--- src/hw/rtl/qtm_pkg.sv ---
// Package with payload types and fixed widths of the quaternion transform block.
package qtm_pkg;

    // Width of the divisor (squared quaternion length, up to 2^32).
    localparam int DEN_W = 33;
    // Width of the numerator |P| * |s| * 512.
    localparam int NUM_W = 58;
    // Quotient bits of floor(2 * |P| * |s| * 256 / den); the true value stays below 2^25.
    localparam int QB = 25;
    // Rotation entries per item.
    localparam int NENT = 9;

    typedef struct packed {
        logic signed [31:0] pos_x;
        logic signed [31:0] pos_y;
        logic signed [31:0] pos_z;
        logic signed [15:0] quat_x;
        logic signed [15:0] quat_y;
        logic signed [15:0] quat_z;
        logic signed [15:0] quat_w;
        logic signed [15:0] scale_x;
        logic signed [15:0] scale_y;
        logic signed [15:0] scale_z;
    } in_t;

    typedef struct packed {
        logic signed [31:0] m00;
        logic signed [31:0] m01;
        logic signed [31:0] m02;
        logic signed [31:0] m03;
        logic signed [31:0] m10;
        logic signed [31:0] m11;
        logic signed [31:0] m12;
        logic signed [31:0] m13;
        logic signed [31:0] m20;
        logic signed [31:0] m21;
        logic signed [31:0] m22;
        logic signed [31:0] m23;
    } out_t;

endpackage

--- src/hw/rtl/qtm_div.sv ---
// Pipelined restoring divider, one quotient bit per stage, with rounding to nearest.
module qtm_div
    import qtm_pkg::*;
(
    input  logic             clk,
    input  logic             en,
    input  logic [NUM_W-1:0] num,
    input  logic [DEN_W-1:0] den,
    output logic [QB-1:0]    quo
);

    logic [DEN_W-1:0] rem_reg [QB];
    logic [DEN_W-1:0] den_reg [QB];
    logic [QB-1:0]    low_reg [QB];
    logic [QB-1:0]    q_reg   [QB];

    for (genvar k = 0; k < QB; k++) begin : g_step
        logic [DEN_W-1:0] rem_prev;
        logic [DEN_W-1:0] den_prev;
        logic [QB-1:0]    low_prev;
        logic [QB-1:0]    q_prev;
        logic [DEN_W:0]   trial;
        logic             ge;
        logic [DEN_W-1:0] rem_next;

        if (k == 0) begin : g_first
            // The quotient fits in QB bits, so the top bits start below the divisor.
            assign rem_prev = num[NUM_W-1:QB];
            assign den_prev = den;
            assign low_prev = num[QB-1:0];
            assign q_prev   = '0;
        end else begin : g_next
            assign rem_prev = rem_reg[k-1];
            assign den_prev = den_reg[k-1];
            assign low_prev = low_reg[k-1];
            assign q_prev   = q_reg[k-1];
        end

        always_comb
        begin
            trial    = {rem_prev, low_prev[QB-1]};
            ge       = (trial >= {1'b0, den_prev});
            rem_next = ge ? DEN_W'(trial - {1'b0, den_prev}) : trial[DEN_W-1:0];
        end

        always_ff @(posedge clk)
        begin
            if (en)
            begin
                rem_reg[k] <= rem_next;
                den_reg[k] <= den_prev;
                low_reg[k] <= {low_prev[QB-2:0], 1'b0};
                q_reg[k]   <= {q_prev[QB-2:0], ge};
            end
        end
    end

    // floor((2n + d) / 2d) equals (floor(2n / d) + 1) / 2.
    logic [QB:0] q_inc;
    assign q_inc = {1'b0, q_reg[QB-1]} + (QB+1)'(1);
    assign quo   = q_inc[QB:1];

endmodule

--- config.mk ---
export PLATFORM = sky130hd
export DESIGN_NAME = qtm_div
export DESIGN_NICKNAME = d
export VERILOG_FILES = /design/src/hw/rtl/qtm_pkg.sv /design/src/hw/rtl/qtm_div.sv
export SDC_FILE = /design/constraint.sdc
export NUM_CORES = 2
export LEC_CHECK = 0
export BUFFER_PORTS_ARGS = -buffer_cell sky130_fd_sc_hd__buf_4
export CAP_MARGIN = 20
export CORE_ASPECT_RATIO = 0.9
export CORE_MARGIN = 4
export CORE_UTILIZATION = 50
export CTS_BUF_LIST = sky130_fd_sc_hd__clkbuf_8
export CTS_CLUSTER_SIZE = 25
export DETAILED_ROUTE_END_ITERATION = 7
export PLACE_DENSITY = 0.68
export SYNTH_ARGS = -nofsm -noshare
export SYNTH_HDL_FRONTEND = slang
export SYNTH_SLANG_ARGS = --single-unit
--- constraint.sdc ---
create_clock -name clk -period 4.6 [get_ports clk]
set_input_delay 0.92 -clock clk [delete_from_list [all_inputs] [get_ports clk]]
set_output_delay 0.92 -clock clk [all_outputs]
set_load 0.02 [all_outputs]
After elaboration in Yosys (flattened, before gate mapping)

Memories as Yosys holds them, arrays and structs flattened.
Cells that the tools add are included.

Register bits: 0
Bits in writable memories: 2875
Output and inout port bits: 25
Logic and storage cells: 82
Memories: 4

Memories:

| memory  | depth | bits a word | rd ports | clocked after memory_dff | wr ports | RTL line      | RTL |
|---|---|---|---|---|---|---|---|
| den_reg | 25    | 33          | 24       | 0                        | 25       | qtm_div.sv:13 | `logic [DEN_W-1:0] den_reg [QB];` |
| rem_reg | 25    | 33          | 24       | 0                        | 25       | qtm_div.sv:12 | `logic [DEN_W-1:0] rem_reg [QB];` |
| q_reg   | 25    | 25          | 25       | 0                        | 25       | qtm_div.sv:15 | `logic [QB-1:0] q_reg [QB];` |
| low_reg | 25    | 24          | 24       | 0                        | 25       | qtm_div.sv:14 | `logic [QB-1:0] low_reg [QB];` |

Add/subtract/negate cells: 26
Order comparisons: 25
Multiplexer cells: 27

Operators by type and width:

| kind                                          | count |
|---|---|
| >= comparator 34 x 33 -> 1 bit                | 25 |
| 2-to-1 mux 33 bit                             | 25 |
| subtractor 33 bit                             | 25 |
| adder 25 x 1 -> 26 bit, second input constant | 1 |
| 2-to-1 mux 1 bit                              | 2 |

Depth between registers and ports, before layout

An unclocked memory read counts as a cell.

Word-level depth: 3
Mapped depth: 17

Least setup slack after synthesis

OpenSTA, ideal clock, no wires.

Kind: input to register
From: input port num[24]
To: memory rem_reg[0][18] (data pin)
Data arrival time: 3897 ps
Data required time: 4340 ps
Path slack: 443 ps
Stages: 14
Cells stage by stage: inv_1 ha_1 inv_1 fa_1 a21o_1 a21oi_1 o21ai_1 a41o_1 a311o_1 a21oi_1 o21ai_1 a31oi_1 clkbuf_1 mux2_2

RTL lines:

| item            | RTL line      | RTL |
|---|---|---|
| start, declared | qtm_div.sv:7  | `input logic [NUM_W-1:0] num,` |
| end, declared   | qtm_div.sv:12 |  |

==> metrics.md <==
| Metric | Value |
|---|---|
| Total of max-cap violations | 0 |
| DR DRC count | 0 |
| Port bufs | 117 |
| Leakage Power | 53.61 nW |
| Synth top area share | 56.37% |
| Achievable Freq | 224.8 MHz |
| Fin. Hold Viols | 0 |
| WL final | 277400 um |
| Initial antenna violation count | 7 |
| Crit. End Element | register |
| FF+latch area | 66330 um2 |
| Initial Utilization | 50.39% |
| Total Power Consumption | 91.93 mW |
| Syn nets | 11110 |
| WS Path Type | register to register |
| Synthesized area | 117700 um2 |
| Fillers | 19480 |
| FFs w/ async S/R, synth | 0% |
| Sequential cell area fraction in the yosys report | 56.37% |
| Post-synth EDFFs | 2209 |
| CTS tree | done |
| Gr busiest metal | met2 |
| Final Cycle Share | 96.72% |
| Maximum vdd drop | 0.3718 mV |
| Startpoint Class | register |
| Clock buffer count from CTS | 374 |
| Final Skew | 96.77 ps |
| Setup Viol. Count Final | 0 |
| Mean Syn Cell Area | 11.58 um2 |
| Die area | 243200 um2 |
| GR Layer Usage met3 | 3.062% |
| GRT Total Usage | 22.28% |
| Hold Path Class | input pin to register |
| WP data required | 5320 ps |
| Pin count of the biggest net entering global routing | 109 |
| RSZ-0062 raised after global routing | no |
| Yosys top cell by area | edfxtp_1 |
| Row cnt | 168 |
| Drt pass-1 iters | 8 |
| Share of cells above drive strength 1 | 10.19% |
| Clock Sinks | 2209 |
| Vias after detailed routing | 78670 |
| Worst rel slew slack | 27.36% |
| Fin nets | 11540 |
| Gr ovfl total | 0 |
| Core footprint | 233500 um2 |
| Power per cell area | 700.0 nW/um2 |
| Final ANT Viol Nets | 0 |
| Hold Slack | 116.7 ps |
| GRT met1 Usage | 31.29% |
| Routed vias/inst | 5.597 |
| First-pass GRT wire length | 431600 um |
| Dpl cell area | 123500 um2 |
| IO Count | 118 |
| Mapped Cells | 10160 |
| Worst-skew pair later-pin latency | 1000 ps |
| Deepest clock path buffer count | 4 |
| Crit path max fanout | 17 |
| Gpl congestion | 0.9284 |
| Die Width | 519.4 um |
| Synth cell count leaders | edfxtp_1, inv_1, a21oi_1, ha_1, nand2_1 |
| Drt initial violations | 6563 |
| Detailed Place HPWL | 208100 um |
| Clock Pin Slew Worst Setup and Hold Paths | 70 ps |
| H-Tree Depth | 5 |
| Worst-margin pin slew | 1080 ps |
| Die Ht | 468.2 um |
| Via count of the first global-routing pass | 76900 |
| CTS root buf | clkbuf_8 |
| Outcome | finished, final reports clean |
| Yosys Warn Count | 0 |
| P&R area growth vs syn | 11.59% |
| Post-route design area | 131300 um2 |
| Slew Viols, Final | 0 |
| FF+latch count, synth | 2209 |
| CP arrival | 5170 ps |
| Grt met2 use | 36.41% |
| Synth top area cells | edfxtp_1, ha_1, a21oi_1 |
| Final min period | 4449 ps |
| Count leader, synth | edfxtp_1 |
| Setup_tns | 0 ps |
| Area of the multi-input gates | 46630 um2 |
| Most used DFF post-synth | edfxtp_1 |
| Avg WL per Cell | 19.74 um |
| Synth unique cells | 92 |
critical path: stages (launching register included):
cell	delay (ps)
edfxtp_1	370
inv_1	100
ha_1	160
inv_1	60
fa_1	410
a21o_1	180
a21oi_1	310
o221ai_1	430
a22oi_1	490
a21oi_1	200
a21oi_1	440
a31o_2	400
buf_4	280
mux2_2	360
per-stage QoR:
step                setup slack, ps  std cells  util [%]
floorplan                     443.3      10160         -
global placement              155.5      13360     52.89
detailed placement            182.2      13360     52.89
CTS                           110.3      14040     56.19
global route                  3.138      14050     56.23
finish                        151.0      14050     56.23
final timing paths:
check,depth (start not counted),end,slack (ps),startpoint
worst max-delay path,13,rem_reg[1][1],150,low_reg[0][191]
worst min-delay path,1,low_reg[0][23],120,num[23]
worst max register to register,13,rem_reg[1][1],150,low_reg[0][191]
worst min register to register,0,low_reg[2][166],340,low_reg[2][141]
logic make-up after synthesis:
group,share of synthesized area [%]
muxes,2.074
AOI/OAI and AO/OA,14.48
xor gates and xnor gates,5.180
buffers and inverters,4.192
DFF,56.37
adders and majority gates,9.191
and+or+nand+nor,8.517
layout by cell type (no fill, tap or decap), drive strengths merged, types with 103 or more instances in the layout:
master / n
a21o: 409
a21oi: 932
buf: 281
clkbuf: 380
clkinv: 155
edfxtp: 2209
ha: 826
inv: 1149
mux2: 209
nand2: 707
nand2b: 103
nand3: 145
nand4: 160
nor2: 589
nor2b: 113
o21ai: 693
o21bai: 158
xnor2: 424
xor2: 272
area by class of cell:
| class | instances | area share (%) |
|---|---|---|
| diodes | 10 | 0.01906 |
| clock buffers | 379 | 3.972 |
| clock inverters | 295 | 1.858 |
| inverters | 1062 | 3.036 |
| multi-input cells | 6665 | 35.51 |
| flip-flops and latches | 2209 | 50.51 |
| well taps | 3145 | 2.997 |
| repair buffers | 289 | 2.094 |
metal layers:
layer	share of wire [%]	routed length (um)	vias up
met5	0	0	-
met4	2.6	7325	0
met3	5.1	14260	469
met2	47	129300	2044
met1	46	126500	37950
li1	-	-	38200
repair_timing:
action                     CTS  global route
hold buffers                 7             0
setup endpoints to repair    0            55
gates resized for setup      0             8
setup buffers                0             2
hold endpoints to repair     7             0
power breakdown:
group	switching (mW)	total, mW	internal (mW)	leakage [nW]
Clock	8.14	18.2	10.0	4.20
Sequential	3.41	32.8	29.4	21.6
Combinational	23.4	40.9	17.5	27.8
Total	35.0	91.9	57.0	53.6
(Power assumes the default switching activity.)
